$ cat src/cbls_pkg.sv
// Shared types and constants of the clamped Bresenham line stepper.
package cbls_pkg;

  // Widths fixed by the item and register formats.
  localparam int CfgW   = 13;
  localparam int CoordInW = 16;

  // Signed width used for clamping: holds any input coordinate and any size.
  localparam int CmpW = 18;

  // Screen size after reset.
  localparam logic [CfgW-1:0] WidthReset  = 13'd640;
  localparam logic [CfgW-1:0] HeightReset = 13'd480;

  // Operation carried by each input item.
  typedef enum logic [0:0] {
    OP_LOAD = 1'b0,
    OP_STEP = 1'b1
  } op_e;

  // Configuration register indexes.
  typedef enum logic [0:0] {
    CFG_SCREEN_WIDTH  = 1'b0,
    CFG_SCREEN_HEIGHT = 1'b1
  } cfg_index_e;

endpackage

$ cat src/clamped_bresenham_line_stepper.sv
// Clamped Bresenham line stepper. A load item (operation 0) clamps both end
// points into the screen and replaces any active line; a step item
// (operation 1) yields the next pixel of the active line, with last_pixel set
// on the end point, or nothing if no line is active. A zero length line gives
// no pixels. The block sustains one item per clock while out_ready_i holds:
// the front end takes an item into a two entry queue in the cycle it is
// accepted, the back end performs a load or a step as it leaves the queue,
// and a pixel sits in the output register from the cycle after its step
// leaves the queue. The single stepping unit and the one output register set
// that rate. Screen size writes take effect at once and should only be made
// while no item is in flight; no clearing pass runs after reset.
module clamped_bresenham_line_stepper #(
  parameter int MAX_SCREEN = 4096
) (
  input  logic                                 clk_i,
  input  logic                                 rst_ni,
  input  logic                                 cfg_we_i,
  input  logic [0:0]                           cfg_index_i,
  input  logic [cbls_pkg::CfgW-1:0]            cfg_data_i,
  input  logic                                 in_valid_i,
  output logic                                 in_ready_o,
  input  logic                                 operation_i,
  input  logic signed [cbls_pkg::CoordInW-1:0] start_x_i,
  input  logic signed [cbls_pkg::CoordInW-1:0] start_y_i,
  input  logic signed [cbls_pkg::CoordInW-1:0] end_x_i,
  input  logic signed [cbls_pkg::CoordInW-1:0] end_y_i,
  output logic                                 out_valid_o,
  input  logic                                 out_ready_i,
  output logic [$clog2(MAX_SCREEN)-1:0]        pixel_x_o,
  output logic [$clog2(MAX_SCREEN)-1:0]        pixel_y_o,
  output logic                                 last_pixel_o
);

  localparam int CoordW     = $clog2(MAX_SCREEN);
  localparam int QueueW     = 4 * CoordW + 1;
  localparam int QueueDepth = 2;

  logic              q_push, q_full, q_valid, q_pop;
  logic [QueueW-1:0] q_wdata, q_rdata;

  // Intake and clamping.
  cbls_front #(
    .MAX_SCREEN(MAX_SCREEN),
    .CoordW    (CoordW)
  ) u_front (
    .clk_i      (clk_i),
    .rst_ni     (rst_ni),
    .cfg_we_i   (cfg_we_i),
    .cfg_index_i(cfg_index_i),
    .cfg_data_i (cfg_data_i),
    .in_valid_i (in_valid_i),
    .in_ready_o (in_ready_o),
    .operation_i(operation_i),
    .start_x_i  (start_x_i),
    .start_y_i  (start_y_i),
    .end_x_i    (end_x_i),
    .end_y_i    (end_y_i),
    .q_full_i   (q_full),
    .q_push_o   (q_push),
    .q_data_o   (q_wdata)
  );

  // Queue between the two halves.
  cbls_fifo #(
    .Width(QueueW),
    .Depth(QueueDepth)
  ) u_fifo (
    .clk_i      (clk_i),
    .rst_ni     (rst_ni),
    .push_i     (q_push),
    .push_data_i(q_wdata),
    .full_o     (q_full),
    .valid_o    (q_valid),
    .data_o     (q_rdata),
    .pop_i      (q_pop)
  );

  // Setup, stepping and result register.
  cbls_back #(
    .CoordW(CoordW)
  ) u_back (
    .clk_i       (clk_i),
    .rst_ni      (rst_ni),
    .q_valid_i   (q_valid),
    .q_data_i    (q_rdata),
    .q_pop_o     (q_pop),
    .out_valid_o (out_valid_o),
    .out_ready_i (out_ready_i),
    .pixel_x_o   (pixel_x_o),
    .pixel_y_o   (pixel_y_o),
    .last_pixel_o(last_pixel_o)
  );

endmodule

$ cat src/cbls_fifo.sv
// Small register queue between the front end and the back end.
module cbls_fifo #(
  parameter int Width = 8,
  parameter int Depth = 2
) (
  input  logic             clk_i,
  input  logic             rst_ni,
  input  logic             push_i,
  input  logic [Width-1:0] push_data_i,
  output logic             full_o,
  output logic             valid_o,
  output logic [Width-1:0] data_o,
  input  logic             pop_i
);

  localparam int PtrW = (Depth > 1) ? $clog2(Depth) : 1;
  localparam int CntW = $clog2(Depth + 1);

  logic [Width-1:0] mem_q [Depth];
  logic [PtrW-1:0]  wr_ptr_q, wr_ptr_d;
  logic [PtrW-1:0]  rd_ptr_q, rd_ptr_d;
  logic [CntW-1:0]  count_q, count_d;
  logic             do_push, do_pop;

  assign full_o  = (count_q == CntW'(Depth));
  assign valid_o = (count_q != '0);
  assign data_o  = mem_q[rd_ptr_q];
  assign do_push = push_i && !full_o;
  assign do_pop  = pop_i && valid_o;

  // Pointer and fill count update.
  always_comb begin
    wr_ptr_d = wr_ptr_q;
    rd_ptr_d = rd_ptr_q;
    count_d  = count_q;
    if (do_push) begin
      wr_ptr_d = (wr_ptr_q == PtrW'(Depth - 1)) ? '0 : wr_ptr_q + 1'b1;
    end
    if (do_pop) begin
      rd_ptr_d = (rd_ptr_q == PtrW'(Depth - 1)) ? '0 : rd_ptr_q + 1'b1;
    end
    if (do_push && !do_pop) begin
      count_d = count_q + 1'b1;
    end else if (do_pop && !do_push) begin
      count_d = count_q - 1'b1;
    end
  end

  always_ff @(posedge clk_i or negedge rst_ni) begin
    if (!rst_ni) begin
      wr_ptr_q <= '0;
      rd_ptr_q <= '0;
      count_q  <= '0;
    end else begin
      wr_ptr_q <= wr_ptr_d;
      rd_ptr_q <= rd_ptr_d;
      count_q  <= count_d;
    end
  end

  // Entry storage; no reset needed for payload.
  always_ff @(posedge clk_i) begin
    if (do_push) begin
      mem_q[wr_ptr_q] <= push_data_i;
    end
  end

endmodule

$ cat src/cbls_front.sv
// Front end: screen size registers, item intake and end point clamping.
module cbls_front #(
  parameter int MAX_SCREEN = 4096,
  parameter int CoordW = 12
) (
  input  logic                             clk_i,
  input  logic                             rst_ni,
  input  logic                             cfg_we_i,
  input  logic [0:0]                       cfg_index_i,
  input  logic [cbls_pkg::CfgW-1:0]        cfg_data_i,
  input  logic                             in_valid_i,
  output logic                             in_ready_o,
  input  logic                             operation_i,
  input  logic signed [cbls_pkg::CoordInW-1:0] start_x_i,
  input  logic signed [cbls_pkg::CoordInW-1:0] start_y_i,
  input  logic signed [cbls_pkg::CoordInW-1:0] end_x_i,
  input  logic signed [cbls_pkg::CoordInW-1:0] end_y_i,
  input  logic                             q_full_i,
  output logic                             q_push_o,
  output logic [4*CoordW:0]                q_data_o
);

  localparam int CmpW = cbls_pkg::CmpW;
  localparam logic signed [CmpW-1:0] MaxSize = CmpW'(MAX_SCREEN);

  logic [cbls_pkg::CfgW-1:0] width_q, height_q;
  logic signed [CmpW-1:0]    eff_width, eff_height;
  logic [CoordW-1:0]         sx, sy, ex, ey;

  // Configuration register writes.
  always_ff @(posedge clk_i or negedge rst_ni) begin
    if (!rst_ni) begin
      width_q  <= cbls_pkg::WidthReset;
      height_q <= cbls_pkg::HeightReset;
    end else if (cfg_we_i) begin
      case (cbls_pkg::cfg_index_e'(cfg_index_i))
        cbls_pkg::CFG_SCREEN_WIDTH:  width_q  <= cfg_data_i;
        cbls_pkg::CFG_SCREEN_HEIGHT: height_q <= cfg_data_i;
        default: ;
      endcase
    end
  end

  // A size of zero acts as one; sizes above the maximum act as the maximum.
  function automatic logic signed [CmpW-1:0] eff_size(
    input logic [cbls_pkg::CfgW-1:0] size
  );
    logic signed [CmpW-1:0] ext;
    ext = $signed(CmpW'(size));
    if (size == '0) begin
      return CmpW'(1);
    end else if (ext > MaxSize) begin
      return MaxSize;
    end
    return ext;
  endfunction

  // Clamp a signed coordinate into 0 .. size-1.
  function automatic logic [CoordW-1:0] clamp(
    input logic signed [cbls_pkg::CoordInW-1:0] v,
    input logic signed [CmpW-1:0]               size
  );
    logic signed [CmpW-1:0] ext;
    logic signed [CmpW-1:0] res;
    ext = CmpW'(v);
    if (ext < 0) begin
      res = '0;
    end else if (ext >= size) begin
      res = size - CmpW'(1);
    end else begin
      res = ext;
    end
    return res[CoordW-1:0];
  endfunction

  assign eff_width  = eff_size(width_q);
  assign eff_height = eff_size(height_q);
  assign sx = clamp(start_x_i, eff_width);
  assign sy = clamp(start_y_i, eff_height);
  assign ex = clamp(end_x_i, eff_width);
  assign ey = clamp(end_y_i, eff_height);

  // Every accepted item goes into the queue; step items carry unused points.
  assign in_ready_o = !q_full_i;
  assign q_push_o   = in_valid_i && !q_full_i;
  assign q_data_o   = {operation_i, sx, sy, ex, ey};

endmodule

$ cat src/cbls_back.sv
// Back end: line setup, Bresenham stepping and the result register.
module cbls_back #(
  parameter int CoordW = 12
) (
  input  logic              clk_i,
  input  logic              rst_ni,
  input  logic              q_valid_i,
  input  logic [4*CoordW:0] q_data_i,
  output logic              q_pop_o,
  output logic              out_valid_o,
  input  logic              out_ready_i,
  output logic [CoordW-1:0] pixel_x_o,
  output logic [CoordW-1:0] pixel_y_o,
  output logic              last_pixel_o
);

  localparam int DW   = CoordW + 1;
  localparam int DecW = CoordW + 3;
  localparam int StW  = CoordW + 1;

  cbls_pkg::op_e     head_op;
  logic [CoordW-1:0] sx, sy, ex, ey;

  // Line state.
  logic [CoordW-1:0]      cur_x_q, cur_y_q;
  logic signed [DecW-1:0] dec_q, inc_pos_q, inc_neg_q;
  logic [StW-1:0]         steps_q;
  logic                   x_neg_q, y_neg_q, steep_q, active_q;

  // Result register.
  logic              out_valid_q;
  logic [CoordW-1:0] out_x_q, out_y_q;
  logic              out_last_q;

  // Setup values.
  logic signed [DW-1:0] dx, dy;
  logic [CoordW-1:0]    adx, ady, major, minor;
  logic                 steep;
  logic [DecW-1:0]      two_minor, two_major;

  // Step values.
  logic              do_load, do_step, emit, dec_le_zero;
  logic [CoordW-1:0] x_move, y_move;

  assign head_op = cbls_pkg::op_e'(q_data_i[4*CoordW]);
  assign sx = q_data_i[4*CoordW-1 -: CoordW];
  assign sy = q_data_i[3*CoordW-1 -: CoordW];
  assign ex = q_data_i[2*CoordW-1 -: CoordW];
  assign ey = q_data_i[CoordW-1 -: CoordW];

  // A load never needs the result register; a step needs it free.
  assign q_pop_o = q_valid_i &&
                   (head_op == cbls_pkg::OP_LOAD || !out_valid_q || out_ready_i);
  assign do_load = q_pop_o && head_op == cbls_pkg::OP_LOAD;
  assign do_step = q_pop_o && head_op == cbls_pkg::OP_STEP;
  assign emit    = do_step && active_q;

  // Deltas, directions and branch choice for a new line.
  always_comb begin
    dx        = $signed({1'b0, ex}) - $signed({1'b0, sx});
    dy        = $signed({1'b0, ey}) - $signed({1'b0, sy});
    adx       = dx[DW-1] ? CoordW'(-dx) : dx[CoordW-1:0];
    ady       = dy[DW-1] ? CoordW'(-dy) : dy[CoordW-1:0];
    steep     = ady > adx;
    major     = steep ? ady : adx;
    minor     = steep ? adx : ady;
    two_minor = {2'b00, minor, 1'b0};
    two_major = {2'b00, major, 1'b0};
  end

  // One pixel move along each axis in its direction.
  assign x_move      = x_neg_q ? cur_x_q - 1'b1 : cur_x_q + 1'b1;
  assign y_move      = y_neg_q ? cur_y_q - 1'b1 : cur_y_q + 1'b1;
  assign dec_le_zero = dec_q[DecW-1] || (dec_q == '0);

  // Line state update.
  always_ff @(posedge clk_i or negedge rst_ni) begin
    if (!rst_ni) begin
      cur_x_q   <= '0;
      cur_y_q   <= '0;
      dec_q     <= '0;
      inc_pos_q <= '0;
      inc_neg_q <= '0;
      steps_q   <= '0;
      x_neg_q   <= 1'b0;
      y_neg_q   <= 1'b0;
      steep_q   <= 1'b0;
      active_q  <= 1'b0;
    end else if (do_load) begin
      cur_x_q   <= sx;
      cur_y_q   <= sy;
      x_neg_q   <= dx[DW-1];
      y_neg_q   <= dy[DW-1];
      steep_q   <= steep;
      dec_q     <= $signed(two_minor) - $signed({3'b000, major});
      inc_pos_q <= $signed(two_minor);
      inc_neg_q <= $signed(two_minor) - $signed(two_major);
      steps_q   <= {1'b0, major} + 1'b1;
      active_q  <= (major != '0);
    end else if (emit) begin
      // The major axis always moves; the minor axis moves on a positive term.
      if (steep_q) begin
        cur_y_q <= y_move;
        if (!dec_le_zero) begin
          cur_x_q <= x_move;
        end
      end else begin
        cur_x_q <= x_move;
        if (!dec_le_zero) begin
          cur_y_q <= y_move;
        end
      end
      dec_q    <= dec_q + (dec_le_zero ? inc_pos_q : inc_neg_q);
      steps_q  <= steps_q - 1'b1;
      active_q <= (steps_q != StW'(1));
    end
  end

  // Result register handshake.
  always_ff @(posedge clk_i or negedge rst_ni) begin
    if (!rst_ni) begin
      out_valid_q <= 1'b0;
    end else if (emit) begin
      out_valid_q <= 1'b1;
    end else if (out_ready_i) begin
      out_valid_q <= 1'b0;
    end
  end

  // Result payload.
  always_ff @(posedge clk_i) begin
    if (emit) begin
      out_x_q    <= cur_x_q;
      out_y_q    <= cur_y_q;
      out_last_q <= (steps_q == StW'(1));
    end
  end

  assign out_valid_o  = out_valid_q;
  assign pixel_x_o    = out_x_q;
  assign pixel_y_o    = out_y_q;
  assign last_pixel_o = out_last_q;

endmodule

$ cat config.mk
export PLATFORM = sky130hd
export DESIGN_NAME = clamped_bresenham_line_stepper
export DESIGN_NICKNAME = d
export VERILOG_FILES = /design/src/cbls_pkg.sv /design/src/clamped_bresenham_line_stepper.sv /design/src/cbls_fifo.sv /design/src/cbls_front.sv /design/src/cbls_back.sv
export SDC_FILE = /design/constraint.sdc
export NUM_CORES = 1
export LEC_CHECK = 0
export BUFFER_PORTS_ARGS = -buffer_cell sky130_fd_sc_hd__buf_2
export CAP_MARGIN = 20
export CORE_ASPECT_RATIO = 1.4
export CORE_MARGIN = 3
export CORE_UTILIZATION = 56
export CTS_BUF_LIST = sky130_fd_sc_hd__clkbuf_16
export CTS_CLUSTER_SIZE = 20
export DETAILED_ROUTE_END_ITERATION = 7
export GPL_TIMING_DRIVEN = 0
export PLACE_DENSITY = 0.82
export SLEW_MARGIN = 20
export SYNTH_ARGS = -nofsm -noshare
export SYNTH_HDL_FRONTEND = slang
export SYNTH_SLANG_ARGS = --single-unit
$ cat constraint.sdc
create_clock -name clk_i -period 7.6 [get_ports clk_i]
set_input_delay 0 -clock clk_i [delete_from_list [all_inputs] [get_ports clk_i]]
set_output_delay 0 -clock clk_i [all_outputs]
set_load 0.02 [all_outputs]
; ---- Word-level counts from Yosys, hierarchy flattened
; Memories as Yosys holds them, arrays and structs flattened.
; Cells that the tools add are included.
[totals]
ff_bits = 139
ramBits = 98
in_bits = 84
word_cells = 132
n_memories = 1
[memory_table]
columns = memory, words, word_bits, rd, rd_clocked_by_memory_dff, wr, line_no
row1 = u_fifo.mem_q, 2, 49, 1, 0, 1, cbls_fifo.sv:19  ; logic [Width-1:0] mem_q [Depth];
[classes]
addsub = 19
n_lt_le_gt_ge = 11
n_eq_ne = 5
muxes = 47
n_bitwise = 2
n_reduce_logical = 28
[op_table]
columns = op, count
row1 = 12-bit 2-to-1 mux, 22
row2 = 18-bit 2-to-1 mux, 6
row3 = 16-bit by 18-bit greater-or-equal comparator with 1-bit output, 4
row4 = 16-bit by 1-bit < comparator with 1-bit output (second input constant), 4
row5 = 15-bit 2-to-1 mux, 3
row6 = 13-bit greater-than comparator (second input constant), 2
row7 = 13-bit logical NOT, 2
row8 = 13-bit 2-to-1 mux, 2
row9 = 12-bit by 12-bit subtractor with 13-bit output, 2
row10 = 12-bit by 1-bit adder with 12-bit output (second input constant), 2
row11 = 12-bit negator, 2
row12 = 12-bit by 1-bit subtractor with 12-bit output (second input constant), 2
row13 = 12-bit by 2-bit subtractor with 12-bit output (second input constant), 2
row14 = 15-bit adder, 1
row15 = 15-bit logical NOT, 1
row16 = 13-bit by 12-bit subtractor with 14-bit output, 1
row17 = 13-bit by 13-bit subtractor with 14-bit output, 1
row18 = 12-bit by 1-bit adder with 13-bit output (second input constant), 1
row19 = 13-bit by 1-bit equality test with 1-bit output (second input constant), 1
row20 = 13-bit by 1-bit inequality test with 1-bit output (second input constant), 1
row21 = 13-bit by 1-bit subtractor with 13-bit output (second input constant), 1
row22 = 12-bit greater-than comparator, 1
row23 = 1-bit 2-to-1 mux, 12
row24 = 12-bit nonzero test, 1
row25 = 13 further kinds, 35

; ---- Depth between registers and ports, before layout
; An unclocked memory read counts as a cell.
[logic_depth]
ltp_word = 9
depth_mapped = 39
depth_no_buf = 32

; ---- Cells and area by module
; A second synthesis with hierarchy kept.
[unflattened]
cells_unflattened = 1841
hier_area_um2 = 17679.5
[by_module_without_submodules]
columns = mod, instances, cells_each, area_per_inst_um2, seq_area_each_um2
row1 = cbls_back, 1, 1227, 10052.1, 2802.7
row2 = cbls_fifo, 1, 172, 3990.1, 3042.9
row3 = cbls_front, 1, 442, 3637.2, 658.1

; ---- Least setup slack after synthesis
; Ideal clock, no wire load.
[synth_timing]
path_type = reg2reg
from = reg u_fifo.rd_ptr_q
to = reg u_back.dec_q[12]
arrival_ps = 8102
path_slack_ps = -588
path_stages_with_launch = 37
period_less_slack_ps = 8188
path_cell_list = dfrtp_1 clkbuf_1 clkbuf_1 buf_1 mux2_2 fa_1 a21o_1 a221oi_2 o2bb2ai_1 o21ai_1 clkbuf_1 nor2_1 xor2_1 inv_1 ha_1 clkbuf_1 a21oi_1 nor2_1 a2111oi_0 nor3b_1 o21ai_0 a31o_2 nand2_1 buf_2 clkbuf_1 o21ai_0 ha_1 inv_1 nand2_1 a21oi_1 a31oi_1 nor3_1 or4_1 o21ai_1 a31oi_1 mux2i_1 nor3_1
[synth_via]
elab_chain_len = 8
word_cells_on_any_way = 20
[synth_lines]
columns = element, line_no
row1 = "start, declared", cbls_fifo.sv:21  ; logic [PtrW-1:0] rd_ptr_q, rd_ptr_d;
row2 = "start signal, assigned", cbls_fifo.sv:56  ; rd_ptr_q <= rd_ptr_d;
row3 = memory 2 x 49 bit (*), --
row4 = 12-bit by 12-bit subtractor with 13-bit output (tied with other cells), cbls_back.sv:61  ; dy = $signed({1'b0, ey}) - $signed({1'b0, sy});
row5 = 12-bit negator (tied with other cells), cbls_back.sv:63  ; ady = dy[DW-1] ? CoordW'(-dy) : dy[CoordW-1:0];
row6 = 12-bit 2-to-1 mux (tied with other cells), cbls_back.sv:63
row7 = 12-bit greater-than comparator or 1-bit logical AND (tied branches), "cbls_back.sv:64, cbls_back.sv:52"
row8 = 12-bit 2-to-1 mux (tied with other cells), cbls_back.sv:66  ; minor = steep ? adx : ady;
row9 = 13-bit by 12-bit subtractor with 14-bit output or 1-bit logical AND (tied branches), "cbls_back.sv:95, cbls_back.sv:56"
row10 = 15-bit 2-to-1 mux or 2-bit nonzero test (tied branches), --
row11 = "end signal, assigned", cbls_back.sv:95  ; dec_q <= $signed(two_minor) - $signed({3'b000, major});
row12 = "end signal, assigned", cbls_back.sv:113  ; dec_q <= dec_q + (dec_le_zero ? inc_pos_q : inc_neg_q);
row13 = "end, declared", cbls_back.sv:26  ; logic signed [DecW-1:0] dec_q, inc_pos_q, inc_neg_q;
; Every way passes the cells marked *; elsewhere a longest branch is shown, timed or not.
; A chain may end at the register's enable or synchronous reset.

; ---- Worst setup path in the final report
; Same ends and word-level chain as after synthesis.

==> flow_summary.toml <==
[cells_and_area]
area_delta_synth_final_pct = 21.4
regArea_um2 = 6500
fill_cells = 2074
multiInputGateArea_um2 = 10100
post-route-util_pct = 69.7
fin_area_um2 = 20000
final_cells = 2343
layout_commonest_cell = "nand2_1"
drive_above_1_share_pct = 18.6
layout_common_cells = "nand2_1 (158), nor2_1 (145), ha_1 (124), edfxtp_1 (123), a21oi_1 (121)"
nNetsFinal = 2168

[place]
dpl-instance-area_um2 = 17600
pre_cts_ws_ns = -2.18
dpl.hpwl_um = 35500
dp.cells = 2204
place.port_buffers = 110
routabilityCongestion = 1.08

[run]
maxCapViolations = 0

[clocking]
clock_latency_ns = 0.54
cts_tree = "built"
root_buffer = "clkbuf_16"
clockBufferDepth = 3
numCtsBuffers = 24
clkTransAtPathRegs_ns = 0.06
cts_sinks = 235
ctsHtreeMaxLevel = 1

[sta]
worst_pin_slew_ns = 1.05
clock.fmax_ghz = 0.135
min_period_ns = 7.40
hold_viol_final = 0
fin_ws_ns = 0.198
fin_crit_sh_pct = 97.4
maxSlewViolCount = 0
relSlewSlack_pct = 29.4
skew_ns = 0.0122
finalSetupViolCount = 0

[synth]
synth_seq_cells = 235
syn_area_um2 = 16500
synth_cells = 1715
synth_top_flop_cell = "edfxtp_1"
synth-edff-count = 123
ys_types = 79
syn_area_per_cell_um2 = 9.60
yosys-top-cells-area = "edfxtp_1 (22%), dfrtp_1 (16%), ha_1 (10%), xnor2_1 (4.6%), mux2_2 (4.4%)"
yosysTopAreaCellShare_pct = 22.4
yosysTopAreaCell = "edfxtp_1"
syn-num-nets = 1937
synth-seq-area-share_pct = 39.5
async_flop_share_pct = 47.7
ys_warn_count = 0

[route]
wire_per_inst_um = 21.1
postRouteAntennaNets = 0
top_layer_used = "met4"
drt-initial-drc-count = 934
vias = 14800
wl_met2_um = 25300
viasPerCell = 6.30
drt-met1-wl_um = 17100
wl_met3_um = 2830
first_pass_iters = 5
drc = 0
totalWireLength_um = 49400

[die]
core-area_um2 = 28700
io_pins = 111
initial_core_util_pct = 57.4
dieWidth_um = 151
die_y_um = 209
design.die.area_um2 = 31500
num_rows = 73

[worst_setup_path]
r2r-start = "u_fifo.rd_ptr_q"
path_max_fanout = 28
crit_path_start = "u_fifo.rd_ptr_q"
critPathArrivalTime_ns = 7.82
crit_path_top_delay_cell = "mux2i_2"
critical_path_class = "reg2reg"
cp_slowest_stage_delay_ns = 0.59
critPathRequiredTime_ns = 8.02
crit_path_end_kind = "register"
critPathLaunchType = "register"

[grt]
track_usage_pct = 31.2
grt_pass1_vias = 15100
grt_max_degree = 65
grt_pass1_wl_um = 78000
antenna_found_initial = 4
grt-ovfl-total = 0

[min_path]
hp-start = "operation_i"
hold_class = "in2reg"

[run_status]
status = "complete, no violations"
metal layers:
| layer | vias to the layer above | GRT usage, % |
|---|---|---|
| met3 | 266 | 4.12 |
| met4 | 0 | 21.5 |
| met1 | 7005 | 33.0 |
| li1 | 6772 | - |
| met2 | 711 | 56.2 |
| met5 | - | 0 |
final timing paths:
kind / end / slack [ns] / depth (start not counted)
setup / recovery: u_back.dec_q[12] / 0.20 / 29
hold / removal: u_fifo.mem_q[1][48] / 0.21 / 2
setup reg to reg: u_back.dec_q[12] / 0.20 / 29
hold reg to reg: u_back.inc_pos_q[7] / 0.47 / 2
max in group asynchronous: u_front.width_q[2] / 5.38 / 4
min in group asynchronous: u_back.cur_y_q[9] / 0.47 / 3
state kept, by name (all words and copies together) (netlist names):
name and cells:
u_back.pixel_x_o 12, u_back.steps_q 13, u_front.width_q 13, u_back.out_valid_o 1, u_back.pixel_y_o 12, u_fifo.wr_ptr_q 1
u_back.y_neg_q 1, u_back.active_q 1, u_fifo.rd_ptr_q 1, u_back.inc_neg_q 13, u_fifo.mem_q 98, u_back.x_neg_q 1
u_back.inc_pos_q 12, u_back.steep_q 1, u_back.cur_x_q 12, u_back.last_pixel_o 1, u_fifo.count_q 2, u_back.cur_y_q 12
u_front.height_q 13, u_back.dec_q 15
what timing repair did:
item / in CTS / in global routing
hold buffers: 75 / 0
endpoints found under the hold margin: 240 / 0
setup endpoints to repair: 46 / 14
resized for setup: 74 / 54
gates cloned: 0 / 1
setup buffers: 7 / 15
pin swaps: 9 / 19
per-stage QoR:
step / TNS (ns) / hold WS [ns]
floorplan: 0 / -0.296
CTS: 0 / 0.193
global route: -0.0468 / 0.200
finish: 0 / 0.208
global placement: -35.71 / 0.209
detailed placement: -43.38 / -0.0238
cells in the mapped netlist (all sizes together) (22+ instances only):
cell    instances
nand2         159
nor2          151
ha            133
o21ai         130
a21oi         126
edfxtp        123
dfrtp         106
xnor2          87
mux2           65
inv            62
mux2i          56
clkbuf         53
a211oi         44
xor2           37
nand3          33
o21a           28
o21bai         24
a21o           23
nor2b          22
logic make-up after synthesis:
group | after synthesis | synth area share, %
simple gates | 493 | 14.0
compound gates | 468 | 18.0
flops | 235 | 39.5
fa+ha+maj | 142 | 11.0
buf+inv | 132 | 3.08
xor+xnor | 124 | 6.64
mux | 121 | 7.85
cell type report:
| class | count | share of cell area, % |
|---|---|---|
| Sequential cell | 235 | 32.5 |
| Tap cell | 375 | 2.35 |
| Clock buffer | 25 | 3.13 |
| Inverter | 67 | 1.28 |
| Timing Repair Buffer | 211 | 7.90 |
| Buffer | 58 | 1.40 |
| Clock inverter | 18 | 0.907 |
| Multi-Input combinational cell | 1349 | 50.4 |
| Antenna cell | 5 | 0.0626 |
worst max-delay path, delay by kind of cell (launching register included):
kind                       cells  cell delay (ns)
xor gates and xnor gates       1             0.35
adders and majority gates      4             1.28
buffers and inverters          5             0.96
AOI/OAI and AO/OA              8             1.89
and+or+nand+nor                8             1.24
DFF                            1             0.45
muxes                          3             1.07
Power is left out: the tool's default activity adds up to more than one toggle a clock period on the data nets, which glitch-free logic cannot reach.
